===== src/hdl/crnc_pkg.sv =====
// ----------------------------------------------------------------------------
// crnc_pkg
// Shared types and codes of the six-relay CAN node controller.
// ----------------------------------------------------------------------------
`default_nettype none

package crnc_pkg;

  localparam int unsigned TBL_DEPTH  = 22;
  localparam int unsigned MAX_FRAMES = 7;
  localparam int unsigned CNT_W      = 3;
  localparam int unsigned NUM_CH     = 6;
  localparam int unsigned PAGE_LEN   = 7;

  // table layout
  localparam int unsigned IDX_CFG     = 0;
  localparam int unsigned IDX_NODE_ID = 1;
  localparam int unsigned IDX_UNPROG  = 2;
  localparam int unsigned IDX_SPARE   = 3;
  localparam int unsigned IDX_RELAY   = 10;
  localparam int unsigned IDX_MODE    = 16;
  localparam int unsigned IDX_EXT     = 21;

  // item kinds
  localparam logic ITEM_FRAME  = 1'b0;
  localparam logic ITEM_SAMPLE = 1'b1;

  // received command codes
  localparam logic [7:0] CMD_SET_RELAY = 8'd0;
  localparam logic [7:0] CMD_QUERY     = 8'd2;
  localparam logic [7:0] CMD_PROBE     = 8'd0;
  localparam logic [7:0] CMD_DUMP_0    = 8'd1;
  localparam logic [7:0] CMD_DUMP_1    = 8'd2;
  localparam logic [7:0] CMD_DUMP_2    = 8'd3;
  localparam logic [7:0] CMD_READ_EXT  = 8'd4;
  localparam logic [7:0] CMD_WRITE_0   = 8'd7;
  localparam logic [7:0] CMD_WRITE_1   = 8'd8;
  localparam logic [7:0] CMD_WRITE_2   = 8'd9;
  localparam logic [7:0] CMD_WRITE_EXT = 8'd16;

  // reply codes
  localparam logic [7:0] RPL_OK      = 8'h01;
  localparam logic [7:0] RPL_ZERO    = 8'h00;
  localparam logic [7:0] RPL_NODE_0  = 8'h05;
  localparam logic [7:0] RPL_NODE_1  = 8'h02;
  localparam logic [7:0] RPL_NODE_2  = 8'h06;
  localparam logic [7:0] RPL_PAGE_0  = 8'h0A;
  localparam logic [7:0] RPL_PAGE_1  = 8'h0B;
  localparam logic [7:0] RPL_PAGE_2  = 8'h0C;
  localparam logic [7:0] RPL_EXT     = 8'h0D;

  // input modes
  localparam logic [7:0] MODE_EDGE = 8'd1;
  localparam logic [7:0] MODE_LOW  = 8'd2;
  localparam logic [7:0] MODE_HIGH = 8'd3;

  typedef struct packed {
    logic        cmd;
    logic [10:0] frame_id;
    logic [7:0]  rx_byte0;
    logic [7:0]  rx_byte1;
    logic [7:0]  rx_byte2;
    logic [7:0]  rx_byte3;
    logic [7:0]  rx_byte4;
    logic [7:0]  rx_byte5;
    logic [7:0]  rx_byte6;
    logic [7:0]  rx_byte7;
    logic [5:0]  switch_levels;
    logic        mode_button;
  } in_item_t;

  typedef struct packed {
    logic [10:0] tx_id;
    logic [3:0]  tx_len;
    logic [7:0]  tx_byte0;
    logic [7:0]  tx_byte1;
    logic [7:0]  tx_byte2;
    logic [7:0]  tx_byte3;
    logic [7:0]  tx_byte4;
    logic [7:0]  tx_byte5;
    logic [7:0]  tx_byte6;
    logic [7:0]  tx_byte7;
    logic [5:0]  relay_on;
    logic        last;
  } out_item_t;

  // one outgoing frame body, data[i] is byte i
  typedef struct packed {
    logic [3:0]      len;
    logic [7:0][7:0] data;
  } frame_t;

  // all frames caused by one item
  typedef struct packed {
    logic [10:0]                   tx_id;
    logic [5:0]                    relay_on;
    logic [CNT_W-1:0]              cnt;
    frame_t [MAX_FRAMES-1:0]       frames;
  } batch_t;

endpackage

`default_nettype wire


===== src/hdl/crnc_core.sv =====
// ----------------------------------------------------------------------------
// crnc_core
// Code table, switch history and the single-pass decode of one item.
// ----------------------------------------------------------------------------
`default_nettype none

module crnc_core (
  input  logic              clk_i,
  input  logic              rst_ni,
  input  crnc_pkg::in_item_t item_i,
  input  logic              fire_i,
  output crnc_pkg::batch_t  batch_o
);

  logic [7:0] tbl_q [crnc_pkg::TBL_DEPTH];
  logic [7:0] tbl_d [crnc_pkg::TBL_DEPTH];
  logic [6:0] prev_q;
  logic [6:0] prev_d;

  crnc_pkg::frame_t                        cand [crnc_pkg::MAX_FRAMES];
  logic [crnc_pkg::MAX_FRAMES-1:0]         cand_v;
  logic [7:0]                              rxb [8];
  logic                                    id_match;
  logic                                    hit;
  logic [7:0]                              newv;
  logic [crnc_pkg::CNT_W-1:0]              pos;
  crnc_pkg::frame_t [crnc_pkg::MAX_FRAMES-1:0] frames;

  function automatic crnc_pkg::frame_t mk_status(input logic [7:0] ch, input logic [7:0] val);
    crnc_pkg::frame_t f;
    f         = '0;
    f.len     = 4'd4;
    f.data[0] = crnc_pkg::RPL_OK;
    f.data[1] = ch;
    f.data[2] = val;
    return f;
  endfunction

  function automatic crnc_pkg::frame_t mk_probe(input logic [3:0] len, input logic [7:0] cfg);
    crnc_pkg::frame_t f;
    f         = '0;
    f.len     = len;
    f.data[0] = crnc_pkg::RPL_NODE_0;
    f.data[1] = crnc_pkg::RPL_NODE_1;
    f.data[2] = crnc_pkg::RPL_NODE_2;
    f.data[3] = (len == 4'd4) ? cfg : 8'd0;
    return f;
  endfunction

  function automatic crnc_pkg::frame_t mk_page(input logic [7:0] code,
                                               input logic [7:0] t [crnc_pkg::TBL_DEPTH],
                                               input int unsigned base);
    crnc_pkg::frame_t f;
    f         = '0;
    f.len     = 4'd8;
    f.data[0] = code;
    for (int i = 0; i < crnc_pkg::PAGE_LEN; i++) begin
      f.data[i+1] = t[base+i];
    end
    return f;
  endfunction

  assign rxb[0] = item_i.rx_byte0;
  assign rxb[1] = item_i.rx_byte1;
  assign rxb[2] = item_i.rx_byte2;
  assign rxb[3] = item_i.rx_byte3;
  assign rxb[4] = item_i.rx_byte4;
  assign rxb[5] = item_i.rx_byte5;
  assign rxb[6] = item_i.rx_byte6;
  assign rxb[7] = item_i.rx_byte7;

  assign id_match = (item_i.frame_id == {3'b000, tbl_q[crnc_pkg::IDX_NODE_ID]});

  always_comb begin
    tbl_d  = tbl_q;
    prev_d = prev_q;
    cand_v = '0;
    hit    = 1'b0;
    newv   = '0;
    for (int i = 0; i < crnc_pkg::MAX_FRAMES; i++) begin
      cand[i] = '0;
    end

    if (item_i.cmd == crnc_pkg::ITEM_FRAME) begin
      if (tbl_q[crnc_pkg::IDX_CFG] == 8'd0) begin
        // normal mode
        if (tbl_q[crnc_pkg::IDX_UNPROG] == 8'd0 && id_match) begin
          if (rxb[0] == crnc_pkg::CMD_SET_RELAY) begin
            for (int k = 0; k < crnc_pkg::NUM_CH; k++) begin
              if (rxb[1] == 8'(k + 1)) begin
                tbl_d[crnc_pkg::IDX_RELAY+k] = {7'd0, rxb[2] != 8'd0};
                cand_v[0] = 1'b1;
                cand[0]   = mk_status(rxb[1], {7'd0, rxb[2] != 8'd0});
              end
            end
          end else if (rxb[0] == crnc_pkg::CMD_QUERY) begin
            for (int k = 0; k < crnc_pkg::NUM_CH; k++) begin
              if (rxb[1] == 8'(k + 1)) begin
                cand_v[0] = 1'b1;
                cand[0]   = mk_status(rxb[1], tbl_q[crnc_pkg::IDX_RELAY+k]);
              end
            end
            if (rxb[1] == 8'd0 && rxb[2] == 8'd0) begin
              cand_v[0]       = 1'b1;
              cand[0].len     = 4'd8;
              cand[0].data[0] = crnc_pkg::RPL_OK;
              cand[0].data[1] = crnc_pkg::RPL_ZERO;
              for (int k = 0; k < crnc_pkg::NUM_CH; k++) begin
                cand[0].data[k+2] = tbl_q[crnc_pkg::IDX_RELAY+k];
              end
            end
          end
        end
      end else if (id_match) begin
        // config mode
        unique case (rxb[0])
          crnc_pkg::CMD_PROBE: begin
            cand_v[0] = 1'b1;
            cand[0]   = mk_probe(4'd4, tbl_q[crnc_pkg::IDX_CFG]);
          end
          crnc_pkg::CMD_DUMP_0: begin
            cand_v[0] = 1'b1;
            cand[0]   = mk_page(crnc_pkg::RPL_PAGE_0, tbl_q, 0);
          end
          crnc_pkg::CMD_DUMP_1: begin
            cand_v[0] = 1'b1;
            cand[0]   = mk_page(crnc_pkg::RPL_PAGE_1, tbl_q, crnc_pkg::PAGE_LEN);
          end
          crnc_pkg::CMD_DUMP_2: begin
            cand_v[0] = 1'b1;
            cand[0]   = mk_page(crnc_pkg::RPL_PAGE_2, tbl_q, 2 * crnc_pkg::PAGE_LEN);
          end
          crnc_pkg::CMD_READ_EXT: begin
            cand_v[0]       = 1'b1;
            cand[0].len     = 4'd2;
            cand[0].data[0] = crnc_pkg::RPL_EXT;
            cand[0].data[1] = tbl_q[crnc_pkg::IDX_EXT];
          end
          crnc_pkg::CMD_WRITE_0: begin
            for (int i = 0; i < crnc_pkg::PAGE_LEN; i++) begin
              tbl_d[i] = rxb[i+1];
            end
            cand_v[0]       = 1'b1;
            cand[0].len     = 4'd1;
            cand[0].data[0] = crnc_pkg::RPL_OK;
          end
          crnc_pkg::CMD_WRITE_1: begin
            for (int i = 0; i < crnc_pkg::PAGE_LEN; i++) begin
              tbl_d[crnc_pkg::PAGE_LEN+i] = rxb[i+1];
            end
            cand_v[0]       = 1'b1;
            cand[0].len     = 4'd1;
            cand[0].data[0] = crnc_pkg::RPL_OK;
          end
          crnc_pkg::CMD_WRITE_2: begin
            for (int i = 0; i < crnc_pkg::PAGE_LEN; i++) begin
              tbl_d[2*crnc_pkg::PAGE_LEN+i] = rxb[i+1];
            end
            cand_v[0]       = 1'b1;
            cand[0].len     = 4'd1;
            cand[0].data[0] = crnc_pkg::RPL_OK;
          end
          crnc_pkg::CMD_WRITE_EXT: begin
            tbl_d[crnc_pkg::IDX_EXT] = rxb[1];
            cand_v[0]       = 1'b1;
            cand[0].len     = 4'd1;
            cand[0].data[0] = crnc_pkg::RPL_OK;
          end
          default: begin
          end
        endcase
      end

      // broadcast probe, judged on the updated table
      if (item_i.frame_id == 11'd0 && rxb[0] == crnc_pkg::CMD_PROBE &&
          (tbl_d[crnc_pkg::IDX_CFG] | tbl_d[crnc_pkg::IDX_SPARE] |
           tbl_d[crnc_pkg::IDX_UNPROG]) != 8'd0) begin
        cand_v[1] = 1'b1;
        cand[1]   = mk_probe(4'd4, tbl_d[crnc_pkg::IDX_CFG]);
      end
    end else begin
      // button press edge toggles config mode
      if (prev_q[6] && !item_i.mode_button) begin
        if (tbl_q[crnc_pkg::IDX_CFG] != 8'd0) begin
          tbl_d[crnc_pkg::IDX_CFG] = 8'd0;
        end else begin
          tbl_d[crnc_pkg::IDX_CFG] = 8'd1;
          cand_v[0] = 1'b1;
          cand[0]   = mk_probe(4'd3, 8'd0);
        end
      end
      for (int k = 0; k < crnc_pkg::NUM_CH; k++) begin
        hit = 1'b0;
        priority if (tbl_q[crnc_pkg::IDX_MODE+k] == crnc_pkg::MODE_EDGE) begin
          hit = prev_q[k] && !item_i.switch_levels[k];
        end else if (tbl_q[crnc_pkg::IDX_MODE+k] == crnc_pkg::MODE_LOW) begin
          if (!item_i.switch_levels[k]) begin
            hit = 1'b1;
            tbl_d[crnc_pkg::IDX_MODE+k] = crnc_pkg::MODE_HIGH;
          end
        end else if (tbl_q[crnc_pkg::IDX_MODE+k] == crnc_pkg::MODE_HIGH) begin
          if (item_i.switch_levels[k]) begin
            hit = 1'b1;
            tbl_d[crnc_pkg::IDX_MODE+k] = crnc_pkg::MODE_LOW;
          end
        end else begin
          hit = 1'b0;
        end
        newv = {7'd0, tbl_q[crnc_pkg::IDX_RELAY+k] == 8'd0};
        if (hit) begin
          tbl_d[crnc_pkg::IDX_RELAY+k] = newv;
          cand_v[k+1] = 1'b1;
          cand[k+1]   = mk_status(8'(k + 1), newv);
        end
      end
      prev_d = {item_i.mode_button, item_i.switch_levels};
    end
  end

  // pack the emitted frames into consecutive slots
  always_comb begin
    pos    = '0;
    frames = '0;
    for (int i = 0; i < crnc_pkg::MAX_FRAMES; i++) begin
      if (cand_v[i]) begin
        frames[pos] = cand[i];
        pos         = pos + crnc_pkg::CNT_W'(1);
      end
    end
  end

  always_comb begin
    batch_o.tx_id  = {3'b000, tbl_d[crnc_pkg::IDX_NODE_ID]};
    batch_o.cnt    = pos;
    batch_o.frames = frames;
    for (int k = 0; k < crnc_pkg::NUM_CH; k++) begin
      batch_o.relay_on[k] = (tbl_d[crnc_pkg::IDX_RELAY+k] != 8'd0);
    end
  end

  always_ff @(posedge clk_i or negedge rst_ni) begin
    if (!rst_ni) begin
      for (int i = 0; i < crnc_pkg::TBL_DEPTH; i++) begin
        tbl_q[i] <= 8'd0;
      end
      tbl_q[crnc_pkg::IDX_UNPROG] <= 8'd1;
      prev_q <= '1;
    end else if (fire_i) begin
      tbl_q  <= tbl_d;
      prev_q <= prev_d;
    end
  end

endmodule

`default_nettype wire


===== src/hdl/crnc_txq.sv =====
// ----------------------------------------------------------------------------
// crnc_txq
// Result register: holds the frames of one item and shifts them out in order.
// ----------------------------------------------------------------------------
`default_nettype none

module crnc_txq (
  input  logic                clk_i,
  input  logic                rst_ni,
  input  logic                load_i,
  input  crnc_pkg::batch_t    batch_i,
  output logic                ready_o,
  output logic                out_valid_o,
  input  logic                out_stall_i,
  output crnc_pkg::out_item_t out_data_o
);

  crnc_pkg::frame_t [crnc_pkg::MAX_FRAMES-1:0] fr_q;
  crnc_pkg::frame_t [crnc_pkg::MAX_FRAMES-1:0] fr_d;
  logic [crnc_pkg::CNT_W-1:0]                 cnt_q;
  logic [crnc_pkg::CNT_W-1:0]                 cnt_d;
  logic [10:0]                                id_q;
  logic [5:0]                                 relay_q;
  logic                                       pop;

  assign out_valid_o = (cnt_q != '0);
  assign pop         = out_valid_o && !out_stall_i;
  // free now, or the last frame leaves this cycle
  assign ready_o     = (cnt_q == '0) || (pop && cnt_q == crnc_pkg::CNT_W'(1));

  always_comb begin
    fr_d  = fr_q;
    cnt_d = cnt_q;
    if (load_i) begin
      fr_d  = batch_i.frames;
      cnt_d = batch_i.cnt;
    end else if (pop) begin
      for (int i = 0; i < crnc_pkg::MAX_FRAMES - 1; i++) begin
        fr_d[i] = fr_q[i+1];
      end
      fr_d[crnc_pkg::MAX_FRAMES-1] = '0;
      cnt_d = cnt_q - crnc_pkg::CNT_W'(1);
    end
  end

  always_ff @(posedge clk_i or negedge rst_ni) begin
    if (!rst_ni) begin
      cnt_q <= '0;
    end else begin
      cnt_q <= cnt_d;
    end
  end

  always_ff @(posedge clk_i) begin
    fr_q <= fr_d;
    if (load_i) begin
      id_q    <= batch_i.tx_id;
      relay_q <= batch_i.relay_on;
    end
  end

  always_comb begin
    out_data_o.tx_id    = id_q;
    out_data_o.tx_len   = fr_q[0].len;
    out_data_o.tx_byte0 = fr_q[0].data[0];
    out_data_o.tx_byte1 = fr_q[0].data[1];
    out_data_o.tx_byte2 = fr_q[0].data[2];
    out_data_o.tx_byte3 = fr_q[0].data[3];
    out_data_o.tx_byte4 = fr_q[0].data[4];
    out_data_o.tx_byte5 = fr_q[0].data[5];
    out_data_o.tx_byte6 = fr_q[0].data[6];
    out_data_o.tx_byte7 = fr_q[0].data[7];
    out_data_o.relay_on = relay_q;
    out_data_o.last     = (cnt_q == crnc_pkg::CNT_W'(1));
  end

endmodule

`default_nettype wire


===== src/hdl/can_relay_node_controller.sv =====
// ----------------------------------------------------------------------------
// can_relay_node_controller
// Six-relay node controller driven by CAN frames and local switch samples.
//
// Input channel (in_valid_i / in_stall_o / in_data_i): one transaction is
// either a received CAN frame (cmd 0) or a sample of switch and button levels
// (cmd 1). Output channel (out_valid_o / out_stall_i / out_data_o): one
// transaction per reply or status frame, 0 to 7 per input item, the last one
// flagged with last. All frames of an item carry the node id and relay states
// as they stand after that item.
// Flow: an item is captured in the input register and decoded there in one
// pass; when it fires, its frames land in the result register, from which
// the first frame is presented on the output channel.
// Throughput: an item that emits frames holds the result register until all
// have left (one frame per cycle while out_stall_i is low); an item that
// emits nothing passes without waiting, even while earlier frames drain. The
// next item is taken while the last frame of the previous one leaves.
// Reset: code table back to defaults (node unprogrammed), switch history
// released, both registers empty. A stalled receiver holds the current frame
// and, once the input register is full, stalls the input channel.
// ----------------------------------------------------------------------------
`default_nettype none

module can_relay_node_controller (
  input  logic                clk_i,
  input  logic                rst_ni,
  input  logic                in_valid_i,
  output logic                in_stall_o,
  input  crnc_pkg::in_item_t  in_data_i,
  output logic                out_valid_o,
  input  logic                out_stall_i,
  output crnc_pkg::out_item_t out_data_o
);

  // input register
  logic               in_vq;
  crnc_pkg::in_item_t in_q;

  // decode results for the item in the input register
  crnc_pkg::batch_t batch;
  logic             txq_ready;
  logic             fire;
  logic             load;

  // an item with no frames never waits for the result register
  assign fire       = in_vq && (txq_ready || batch.cnt == '0);
  assign load       = fire && (batch.cnt != '0);
  assign in_stall_o = in_vq && !fire;

  always_ff @(posedge clk_i or negedge rst_ni) begin
    if (!rst_ni) begin
      in_vq <= 1'b0;
    end else if (in_valid_i && !in_stall_o) begin
      in_vq <= 1'b1;
    end else if (fire) begin
      in_vq <= 1'b0;
    end
  end

  always_ff @(posedge clk_i) begin
    if (in_valid_i && !in_stall_o) begin
      in_q <= in_data_i;
    end
  end

  // table state and single-pass decode; state commits when the item fires
  crnc_core u_core (
    .clk_i   (clk_i),
    .rst_ni  (rst_ni),
    .item_i  (in_q),
    .fire_i  (fire),
    .batch_o (batch)
  );

  // result register, drains the frames of one item in order
  crnc_txq u_txq (
    .clk_i       (clk_i),
    .rst_ni      (rst_ni),
    .load_i      (load),
    .batch_i     (batch),
    .ready_o     (txq_ready),
    .out_valid_o (out_valid_o),
    .out_stall_i (out_stall_i),
    .out_data_o  (out_data_o)
  );

endmodule

`default_nettype wire


===== config.mk =====
export PLATFORM = sky130hd
export DESIGN_NAME = can_relay_node_controller
export DESIGN_NICKNAME = d
export VERILOG_FILES = /design/src/hdl/crnc_pkg.sv /design/src/hdl/crnc_core.sv /design/src/hdl/crnc_txq.sv /design/src/hdl/can_relay_node_controller.sv
export SDC_FILE = /design/constraint.sdc
export NUM_CORES = 1
export LEC_CHECK = 0
export BUFFER_PORTS_ARGS = -buffer_cell sky130_fd_sc_hd__buf_2
export CAP_MARGIN = 20
export CELL_PAD_IN_SITES_DETAIL_PLACEMENT = 0
export CELL_PAD_IN_SITES_GLOBAL_PLACEMENT = 1
export CORE_MARGIN = 10
export CORE_UTILIZATION = 50
export CTS_BUF_LIST = sky130_fd_sc_hd__clkbuf_8
export DETAILED_ROUTE_END_ITERATION = 16
export MAX_ROUTING_LAYER = met4
export PLACE_DENSITY_LB_ADDON = 0.1
export SYNTH_ARGS = -nofsm -noshare
export SYNTH_HDL_FRONTEND = slang
export SYNTH_SLANG_ARGS = --single-unit

===== constraint.sdc =====
create_clock -name clk_i -period 21.7 [get_ports clk_i]
set_clock_uncertainty 0.1 [all_clocks]
set_input_delay 6.51 -clock clk_i [delete_from_list [all_inputs] [get_ports clk_i]]
set_output_delay 6.51 -clock clk_i [all_outputs]
set_load 0.01 [all_outputs]

==> summary.txt, run 1 <==
Status
  – Status: finished clean

Drt
  – DRC Markers: 0
  – Iter 0 DRT Violations: between 2000 and 2500
  – WL per Instance: 28.7 um
  – First-pass iteration count of the detailed router: 8
  – Vias per cell: between 6 and 7
  – Drt total wl: roughly 73000 um
  – Vias: ~17000
  – Routed Antenna Nets: 0

Critical path
  – CP Launch Type: register
  – Critical path's top delay family: compound AO/OA/AOI/OAI gates
  – CP Buf/Inv Count: 6
  – Critical path class: reg2out
  – Crit. End Element: output pin
  – CP Max Fanout: 10
  – Worst EP arrival: 8870 ps
  – CP max stage delay: between 700 and 800 ps
  – CP most frequent cell: inv_1
  – Required @ worst endpoint: between 15000 and 20000 ps
  – Slowest-stage cell, CP: fa_1

GRT
  – Tot GR Track Use: 0.296
  – Congestion Overflow GR: 0
  – Largest net degree at the start of global routing: 122
  – Initial antenna violation count: 0
  – Vias in the first global route: approximately 16000
  – First-pass GRT wire length: roughly 110000 um

Die
  – Die area: slightly below 50000 um2
  – Initial Util: 0.505
  – I/O pin count: between 150 and 200
  – Core ar.: between 40000 and 50000 um2
  – Chip height: 223 um
  – Row cnt: 74
  – Die width: between 200 and 250 um

Final layout
  – Fraction of layout cells with a size suffix above 1: 0.251
  – Final net count: about 2100
  – ANT cells: 0
  – Post-route insts no fill: approximately 2600
  – Area Overhead vs Synth: 11.0%

Clock network
  – Post-CTS sizing: 0
  – Root Driver: clkbuf_8
  – Clk sinks: 387
  – CTS Hold Buffers Added: 0
  – Worst-Skew Late Latency: around 660 ps
  – Inserted Clock Buffers: 69
  – CTS tree: done
  – Setup bufs post-CTS: 0
  – Worst-path clk slew: around 70 ps
  – H-tree Lvls: 3
  – Worst-case clock buffer depth: 3

Placed design
  – DP Worst Slack: between 7000 and 8000 ps
  – DP HPWL: approximately 53000 um
  – Placed cell count: 2428
  – Port bufs: ~170
  – Gp weighted congestion: between 0.9 and 1

Timing
  – Hold Vio Cnt, Final: 0
  – Setup TNS: 0 ps
  – Min Tclk post-route: 15480 ps
  – Max-slew violations: 0
  – Final hold slack: 404 ps
  – Final WS setup: 6220 ps
  – Peak Freq: approximately 0.065 GHz
  – Slew HR: 0.280
  – RSZ-0062 raised after global routing: no
  – Worst-margin pin slew: around 1100 ps
  – Tcrit/Tclk final: 0.713
  – # setup viols final: 0

Power and ir drop
  – Pwr/cell area: between 100 and 150 nW/um2
  – Maximum vdd drop: about 0.073 mV
  – Leakage: 9.28 nW
  – Total power: roughly 2.3 mW

Synthesis
  – Register area share after synthesis: 0.520
  – Synth Flop Type: edfxtp_1
  – #FFs+latches synth: between 300 and 400
  – Yosys cell types: 94
  – Post-synth EDFFs: 200
  – Asr flop ratio synth: 0.483
  – Cell area after synthesis: roughly 21000 um2
  – Ys Warns: 0
  – Avg Cell Area, Syn: 11.0 um2
  – Post-Syn Instances: 1872

Min path
  – Path category of the worst min-delay check: reg2reg

Flow run
  – Max-cap check violation count: 0
[report_power, final]
part           total (mW)  switching (mW)  leakage [nW]  internal, mW
clock               0.709           0.325         0.808         0.384
combinational       0.550           0.379          3.94         0.171
sequential           1.03          0.0774          4.54         0.954
[synth_stat cells (7+ instances only)]
master	instances	area share
and3_1	25	0.0076
nor4_1	36	0.011
a222oi_1	7	0.0034
or4_1	9	0.0033
o32ai_1	7	0.0030
nand2b_1	13	0.0040
mux2i_1	30	0.015
o211ai_1	10	0.0037
xnor2_1	23	0.0098
nand2_1	141	0.026
o22ai_1	10	0.0030
a22oi_1	45	0.016
a31oi_1	14	0.0043
edfxtp_1	200	0.29
nand4_1	27	0.0082
or3_1	14	0.0043
dfrtp_1	179	0.22
nor3_1	46	0.011
o21ai_0	79	0.019
and2_1	12	0.0037
mux4_2	8	0.0088
mux2_2	164	0.090
a221oi_1	8	0.0034
ha_1	9	0.0055
nand3_1	33	0.0080
dfstp_2	8	0.010
nor2_1	168	0.031
a21oi_1	89	0.022
nor2b_1	13	0.0040
buf_2	15	0.0037
buf_4	72	0.026
o31ai_1	20	0.0073
buf_1	11	0.0020
inv_1	35	0.0064
clkbuf_1	82	0.015
a22o_1	74	0.032
o2bb2ai_1	13	0.0055
[path summary, 6_finish.rpt]
kind                                               start                        endpoint  slack, ps  depth (start not counted)
hold reg to reg            u_core.tbl_q[143]$_DFFE_PN0P_   u_core.tbl_q[143]$_DFFE_PN0P_        400                          1
setup reg to reg                      in_q[60]$_DFFE_PP_  u_txq.out_data_o[42]$_DFFE_PP_      10970                         29
min in group asynchronous                         rst_ni    u_core.tbl_q[11]$_DFFE_PN0P_       5930                          1
max in group asynchronous                         rst_ni    u_core.tbl_q[42]$_DFFE_PN0P_      13950                          2
hold / removal             u_core.tbl_q[143]$_DFFE_PN0P_   u_core.tbl_q[143]$_DFFE_PN0P_        400                          1
setup / recovery                      in_q[60]$_DFFE_PP_                      in_stall_o       6220                         27
[per-layer routing]
layer  track usage  up-vias  share of wire
met5             -        -              0
met4         0.105        0          0.034
met1         0.407     8352           0.44
li1              -     7191              -
met2         0.435      849           0.45
met3        0.0515      155          0.077
[final cells by class]
type | instances | area (um2)
multi-input combinational | 1270 | 8790
timing repair buffer | 202 | 1110
fill | 3595 | 17900
clock buffer | 79 | 1090
tap | 532 | 666
clock inverter | 48 | 330
sequential | 387 | 10700
inverter | 37 | 141
[registers in the layout, summed over array words and instances (netlist names)]
| name | count |
|---|---|
| u_core.prev_q | 7 |
| u_txq.cnt_q | 3 |
| in_vq | 1 |
| u_core.tbl_q | 176 |
| u_txq.fr_q | 39 |
| u_txq.relay_q | 6 |
| u_txq.id_q | 8 |
| in_q | 83 |
| u_txq.out_data_o | 64 |
[cells in the final DEF (no fill, tap or decap), drive strengths merged, types with 23 or more instances in the layout]
cell / netlist / layout
xnor2: 23 / 23
and3: 25 / 25
nor2: 169 / 169
edfxtp: 200 / 200
a22oi: 45 / 45
mux2i: 30 / 30
nor4: 36 / 36
nor3: 47 / 47
a21oi: 90 / 90
dfrtp: 179 / 179
o21ai: 81 / 81
clkbuf: 82 / 80
a22o: 74 / 74
nand2: 142 / 142
buf: 102 / 201
mux2: 167 / 167
inv: 37 / 62
nand3: 33 / 33
nand4: 27 / 27
[cells by family (layout without fill, tap and decap cells)]
kind of cell,count (synthesis),in the layout,share of synthesized area
AOI/OAI and AO/OA,444,444,0.152
DFF,387,387,0.520
xor gates and xnor gates,30,30,0.0141
other,1,7,0.000182
muxes,205,205,0.115
adders and majority gates,10,10,0.00645
and+or+nand+nor,574,574,0.136
buffers and inverters,221,366,0.0560
[metrics by stage]
step / instance area [um2] / utilization
after floorplan: 20600 / -
after global placement: 21400 / 0.525
after detailed placement: 21400 / 0.525
after CTS: 22800 / 0.560
after global routing: 22800 / 0.560
final: 22800 / 0.560
(Power assumes the default switching activity.)
==> inputs of run 2 (changes only) <==
clock period = 15.6 ns   (was 21.7 ns; I/O delays follow)
==> run 2 against run 1 <==
Critical path depth unchanged. Largest power group unchanged. Worst setup slack got worse by 4500 ps. Non-clock buffer count unchanged. Clock power increased by 32%. Largest cell class unchanged. Register-to-register slack got worse by 5700 ps. Highest routed layer unchanged. Sequential share of layout area increased by 0.18 points. First-iteration DRC count down 7.7%. Sequential cell count unchanged. Critical endpoint unchanged. Cell count shrank 0.16%. Clock-buffer cell count is 5 lower.
==> summary.txt, run 2 (synthesis gave the netlist of run 1 again) <==
Timing
  – Max-slew violations: 0
  – Slew HR: 0.275
  – Setup TNS: 0 ps
  – Worst-margin pin slew: 1080 ps
  – Tcrit/Tclk final: 0.890
  – # setup viols final: 0
  – Peak Freq: just over 0.07 GHz
  – Min Tclk post-route: between 10000 and 15000 ps
  – RSZ-0062 raised after global routing: no
  – Hold Vio Cnt, Final: 0
  – Final WS setup: 1710 ps

Final layout
  – FF/Latch Area: 10700 um2
  – Multi-input gate area: roughly 8800 um2
  – Most common cell after layout, fill and taps aside: edfxtp_1
  – Commonest cells after routing, fill and taps aside: edfxtp_1 (200), dfrtp_1 (179), nor2_1 (166), buf_2 (166), mux2_2 (164)
  – Utilization after layout: 0.558
  – Final net count: about 2100
  – Largest register by flop count: u_core.tbl_q
  – Area Overhead vs Synth: 10.6%
  – Fraction of layout cells with a size suffix above 1: 0.249
  – Design area: 22700 um2
  – Max FFs per register: 176
  – Fill cell count: roughly 3600

Min path
  – Path category of the worst min-delay check: reg2reg
  – WHS Endpoint: u_core.tbl_q[133]$_DFFE_PN0P_
  – Worst hold path depth: 1
  – Hold_sp: u_core.tbl_q[133]$_DFFE_PN0P_

Drt
  – DRC Markers: 0
  – Met2 routed WL: between 30000 and 40000 um
  – Vias per cell: between 6 and 7
  – Wire length on met1: between 30000 and 40000 um
  – Routed Antenna Nets: 0
  – Iter 0 DRT Violations: approximately 1900
  – Drt total wl: roughly 74000 um
  – First-pass iteration count of the detailed router: 8
  – Met3 wire length: 5420 um
  – Vias: 16464
  – Top Layer Used: met4
  – WL per Instance: ~29 um

Die
  – I/O pin count: about 180
  – Row cnt: 74
  – Die area: between 40000 and 50000 um2
  – Die width: about 220 um
  – Initial Util: 0.505
  – Core ar.: slightly above 40000 um2
  – Chip height: 223 um

Clock network
  – Inserted Clock Buffers: 67
  – Setup bufs post-CTS: 0
  – CTS Hold Buffers Added: 0
  – Worst-Skew Late Latency: between 600 and 700 ps
  – Worst-path clk slew: 60 ps
  – H-tree Lvls: 3
  – Worst-case clock buffer depth: 3
  – Root Driver: clkbuf_8
  – Post-CTS sizing: 0
  – CTS tree: done
  – Clk sinks: 387

Placed design
  – Dpl cell area: roughly 21000 um2
  – Gp weighted congestion: roughly 0.99
  – Port bufs: ~170
  – DP HPWL: between 50000 and 60000 um
  – DP Worst Slack: between 2000 and 3000 ps

GRT
  – Largest net degree at the start of global routing: 89
  – Initial antenna violation count: 0
  – Tot GR Track Use: 0.301
  – Congestion Overflow GR: 0
  – Vias in the first global route: 16249
  – First-pass GRT wire length: between 100000 and 150000 um

Critical path
  – CP most frequent cell: inv_1
  – Critical path depth: 27
  – Launch point of the worst reg-to-reg path: in_q[60]$_DFFE_PP_
  – R2R cell count: 27
  – CP max stage delay: 770 ps
  – CP Buf/Inv Count: 6
  – Critical path class: reg2out
  – CP Launch Type: register
  – Slowest-stage cell, CP: or4_1
  – Critical path's top delay family: compound AO/OA/AOI/OAI gates
  – CP Max Fanout: 10
  – Flop2flop setup slack: around 5300 ps
  – FF-to-FF End: u_txq.out_data_o[66]$_SDFFCE_PN0P_
  – Required @ worst endpoint: around 11000 ps
  – Crit. End Element: output pin
  – Worst EP arrival: approximately 9100 ps

Power and ir drop
  – Pwr/cell area: between 100 and 150 nW/um2
  – Leakage: 9.24 nW
  – Maximum vdd drop: between 0.09 and 0.1 mV

Flow run
  – Max-cap check violation count: 0

Status
  – Status: finished clean
run 2: changes by cell type in the layout (fill, tap and decap cells not counted), sizes merged:
cell / change
bufinv: -1
clkbuf: -5
clkinv: -4
clkinvlp: +2
diode: +1
inv: +3
run 2: layout make-up:
cell class,count,share of cell area
clock inverters,48,0.0138
diodes,1,0.000110
clock buffers,74,0.0448
flip-flops and latches,387,0.470
multi-input cells,1270,0.387
inverters,37,0.00622
well taps,532,0.0293
repair buffers,202,0.0487
run 2: how the worst max path moves through the flow:
stage / start / to / slack [ps]
after floorplan: in_q[59]$_DFFE_PP_ / in_stall_o / 4070
after global placement: in_q[59]$_DFFE_PP_ / in_stall_o / 2770
after detailed placement: in_q[60]$_DFFE_PP_ / in_stall_o / 2590
after CTS: in_q[60]$_DFFE_PP_ / in_stall_o / 1880
after global routing: in_q[60]$_DFFE_PP_ / in_stall_o / 1200
final: in_q[60]$_DFFE_PP_ / in_stall_o / 1710
run 2: per-stage QoR:
step | cells | hold slack, ps | power (mW)
final | 2551 | 406 | 3.15
after global routing | 2550 | 418 | 3.29
after global placement | 2428 | 385 | 2.21
after detailed placement | 2428 | 392 | 2.23
after floorplan | 1878 | 375 | 1.97
after CTS | 2550 | 406 | 3.16
run 2: report_power, final:
group / total [mW] / switching, mW / internal (mW)
clock: 0.933 / 0.441 / 0.492
combinational: 0.776 / 0.534 / 0.242
sequential: 1.44 / 0.108 / 1.33
total: 3.15 / 1.08 / 2.06
run 2: per-layer routing:
| layer | up-vias | GRT usage |
|---|---|---|
| li1 | 7197 | - |
| met1 | 8286 | 0.420 |
| met2 | 836 | 0.440 |
| met3 | 145 | 0.0416 |
| met4 | 0 | 0.109 |
| met5 | - | - |
==> inputs of run 3 (changes only) <==
CORE_UTILIZATION = 45   (was 50)
PLACE_DENSITY = 0.83   (was default)
PLACE_DENSITY_LB_ADDON = default   (was 0.1)
clock period = 11.4 ns   (was 15.6 ns; I/O delays follow)
==> run 3 against run 2 <==
Routed wire length fell by 3.0%. Hold slack got worse by 1.8 ps. Total power rose by 36%. Sequential share of layout area fell by 0.30 points. First-iteration DRC count fell by 2.4%. Clock power rose by 33%. Global-route usage fell by 3.5 points. Sequential cell count did not move. Critical endpoint unchanged. Largest cell class unchanged.
==> summary.txt, run 3 (synthesis gave the netlist of run 1 again) <==
Die
  – Die width: approximately 230 um
  – Die area: around 55000 um2
  – I/O pin count: between 150 and 200
  – Initial Util: 0.454
  – Row cnt: 78
  – Core ar.: approximately 45000 um2
  – Chip height: ~230 um

Timing
  – RSZ-0062 raised after global routing: no
  – Min Tclk post-route: about 11000 ps
  – Final hold slack: approximately 400 ps
  – Max-slew violations: 0
  – Tcrit/Tclk final: 0.959
  – # setup viols final: 0
  – Setup TNS: 0 ps
  – Slew HR: 0.255
  – Peak Freq: around 0.091 GHz
  – Worst-margin pin slew: about 1100 ps
  – Hold Vio Cnt, Final: 0

Drt
  – Vias per cell: 6.29
  – First-pass iteration count of the detailed router: 7
  – Routed Antenna Nets: 0
  – Vias: between 15000 and 20000
  – Iter 0 DRT Violations: about 1800
  – WL per Instance: 27.2 um
  – DRC Markers: 0
  – Drt total wl: approximately 71000 um

Final layout
  – Commonest cells after routing, fill and taps aside: edfxtp_1 (200), dfrtp_1 (179), nor2_1 (166), buf_2 (166), mux2_2 (163)
  – Max FFs per register: about 180
  – Fill cell count: 4170
  – Area Overhead vs Synth: 11.3%
  – Most common cell after layout, fill and taps aside: edfxtp_1
  – Largest register by flop count: u_core.tbl_q
  – FF/Latch Area: about 11000 um2
  – ANT cells: 0
  – Multi-input gate area: roughly 8800 um2
  – Fraction of layout cells with a size suffix above 1: 0.255
  – Final net count: between 2000 and 2500

Min path
  – Path category of the worst min-delay check: reg2reg

Status
  – Status: finished clean

Critical path
  – CP Buf/Inv Count: 7
  – Critical path class: reg2out
  – Worst EP arrival: roughly 7400 ps
  – Crit. End Element: output pin
  – Critical path's top delay family: compound AO/OA/AOI/OAI gates
  – CP Max Fanout: 12
  – CP max stage delay: 690 ps
  – Slowest-stage cell, CP: or4_1
  – CP Launch Type: register
  – CP most frequent cell: inv_1
  – Required @ worst endpoint: ~7900 ps

Power and ir drop
  – Total power: between 4 and 5 mW
  – Maximum vdd drop: about 0.10 mV
  – Leakage: between 9 and 10 nW
  – Pwr/cell area: ~190 nW/um2

Flow run
  – Max-cap check violation count: 0

Placed design
  – DP HPWL: around 52000 um
  – Port bufs: 167
  – Gp weighted congestion: about 1.0

GRT
  – First-pass GRT wire length: between 100000 and 150000 um
  – Tot GR Track Use: 0.266
  – Largest net degree at the start of global routing: 73
  – Initial antenna violation count: 0
  – Vias in the first global route: 16073
  – Congestion Overflow GR: 0

Clock network
  – Worst-Skew Late Latency: around 670 ps
  – CTS tree: done
  – Inserted Clock Buffers: 68
  – Root Driver: clkbuf_8
  – Clk sinks: around 390
  – CTS Hold Buffers Added: 0
  – Worst-path clk slew: ~60 ps
  – H-tree Lvls: 3
  – Worst-case clock buffer depth: 3
==> run 3: changes by cell type in the layout (fill, tap and decap cells not counted), moves of 2 or more <==
| cell | delta |
|---|---|
| clkinv_2 | +4 |
| nor3_1 | -2 |
| or4_4 | +2 |
| clkinvlp_4 | -2 |
| clkinv_1 | +2 |
| nor3_2 | +2 |
| buf_4 | +10 |
| or4_1 | -2 |
| clkbuf_8 | -3 |
==> run 3: worst register-to-register path: cells and delay by family (launching register included) <==
| family | cells | cell delay, ps |
|---|---|---|
| AOI/OAI and AO/OA | 8 | 1850 |
| buffers and inverters | 6 | 1210 |
| muxes | 1 | 290 |
| adders and majority gates | 5 | 1740 |
| and+or+nand+nor | 8 | 2610 |
| DFF | 1 | 540 |
==> run 3: layout make-up <==
class / instances / share of cell area
clock buffer: 72 / 0.0433
sequential: 387 / 0.467
clock inverter: 49 / 0.0130
inverter: 37 / 0.00618
timing repair buffer: 212 / 0.0516
multi-input combinational: 1270 / 0.386
tap: 600 / 0.0328
==> run 3: routing by layer <==
layer	GRT usage	part of all wire	vias to the layer above
li1	-	-	7199
met1	0.363	0.43	8247
met2	0.393	0.45	917
met3	0.0427	0.078	172
met4	0.102	0.040	0
met5	-	0	-
==> run 3: worst paths after layout <==
| path | start | end | slack (ps) | cells past startpoint |
|---|---|---|---|---|
| max | in_q[66]$_DFFE_PP_ | in_stall_o | 460 | 28 |
| min | u_core.tbl_q[133]$_DFFE_PN0P_ | u_core.tbl_q[133]$_DFFE_PN0P_ | 400 | 1 |
| max reg2reg | in_q[66]$_DFFE_PP_ | u_txq.out_data_o[16]$_SDFFCE_PN0P_ | 2700 | 28 |
| min reg2reg | u_core.tbl_q[133]$_DFFE_PN0P_ | u_core.tbl_q[133]$_DFFE_PN0P_ | 400 | 1 |
| max in group asynchronous | rst_ni | u_core.tbl_q[128]$_DFFE_PN0P_ | 6350 | 3 |
| min in group asynchronous | rst_ni | u_core.tbl_q[4]$_DFFE_PN0P_ | 2700 | 1 |
==> run 3: repair_timing <==
action | in CTS | in global routing
gates cloned | 0 | 0
setup endpoints to repair | 1 | 1
setup buffers | 0 | 3
pin swaps | 0 | 0
gates resized for setup | 1 | 7
==> run 3: report_power, final <==
part	internal, mW	total [mW]	leakage (nW)	switching [mW]
combinational	0.335	1.06	4.00	0.725
clock	0.656	1.24	0.754	0.589
sequential	1.82	1.97	4.54	0.148
==> run 3: per-stage QoR <==
step	setup slack, ps	instances	util	area [um2]
2_1_floorplan	1130	1878	-	20600
4_1_cts	129	2624	0.504	22800
3_5_place_dp	674	2503	0.476	21500
5_1_grt	31.5	2627	0.505	22900
6_report	465	2627	0.505	22900
3_3_place_gp	839	2503	0.476	21500
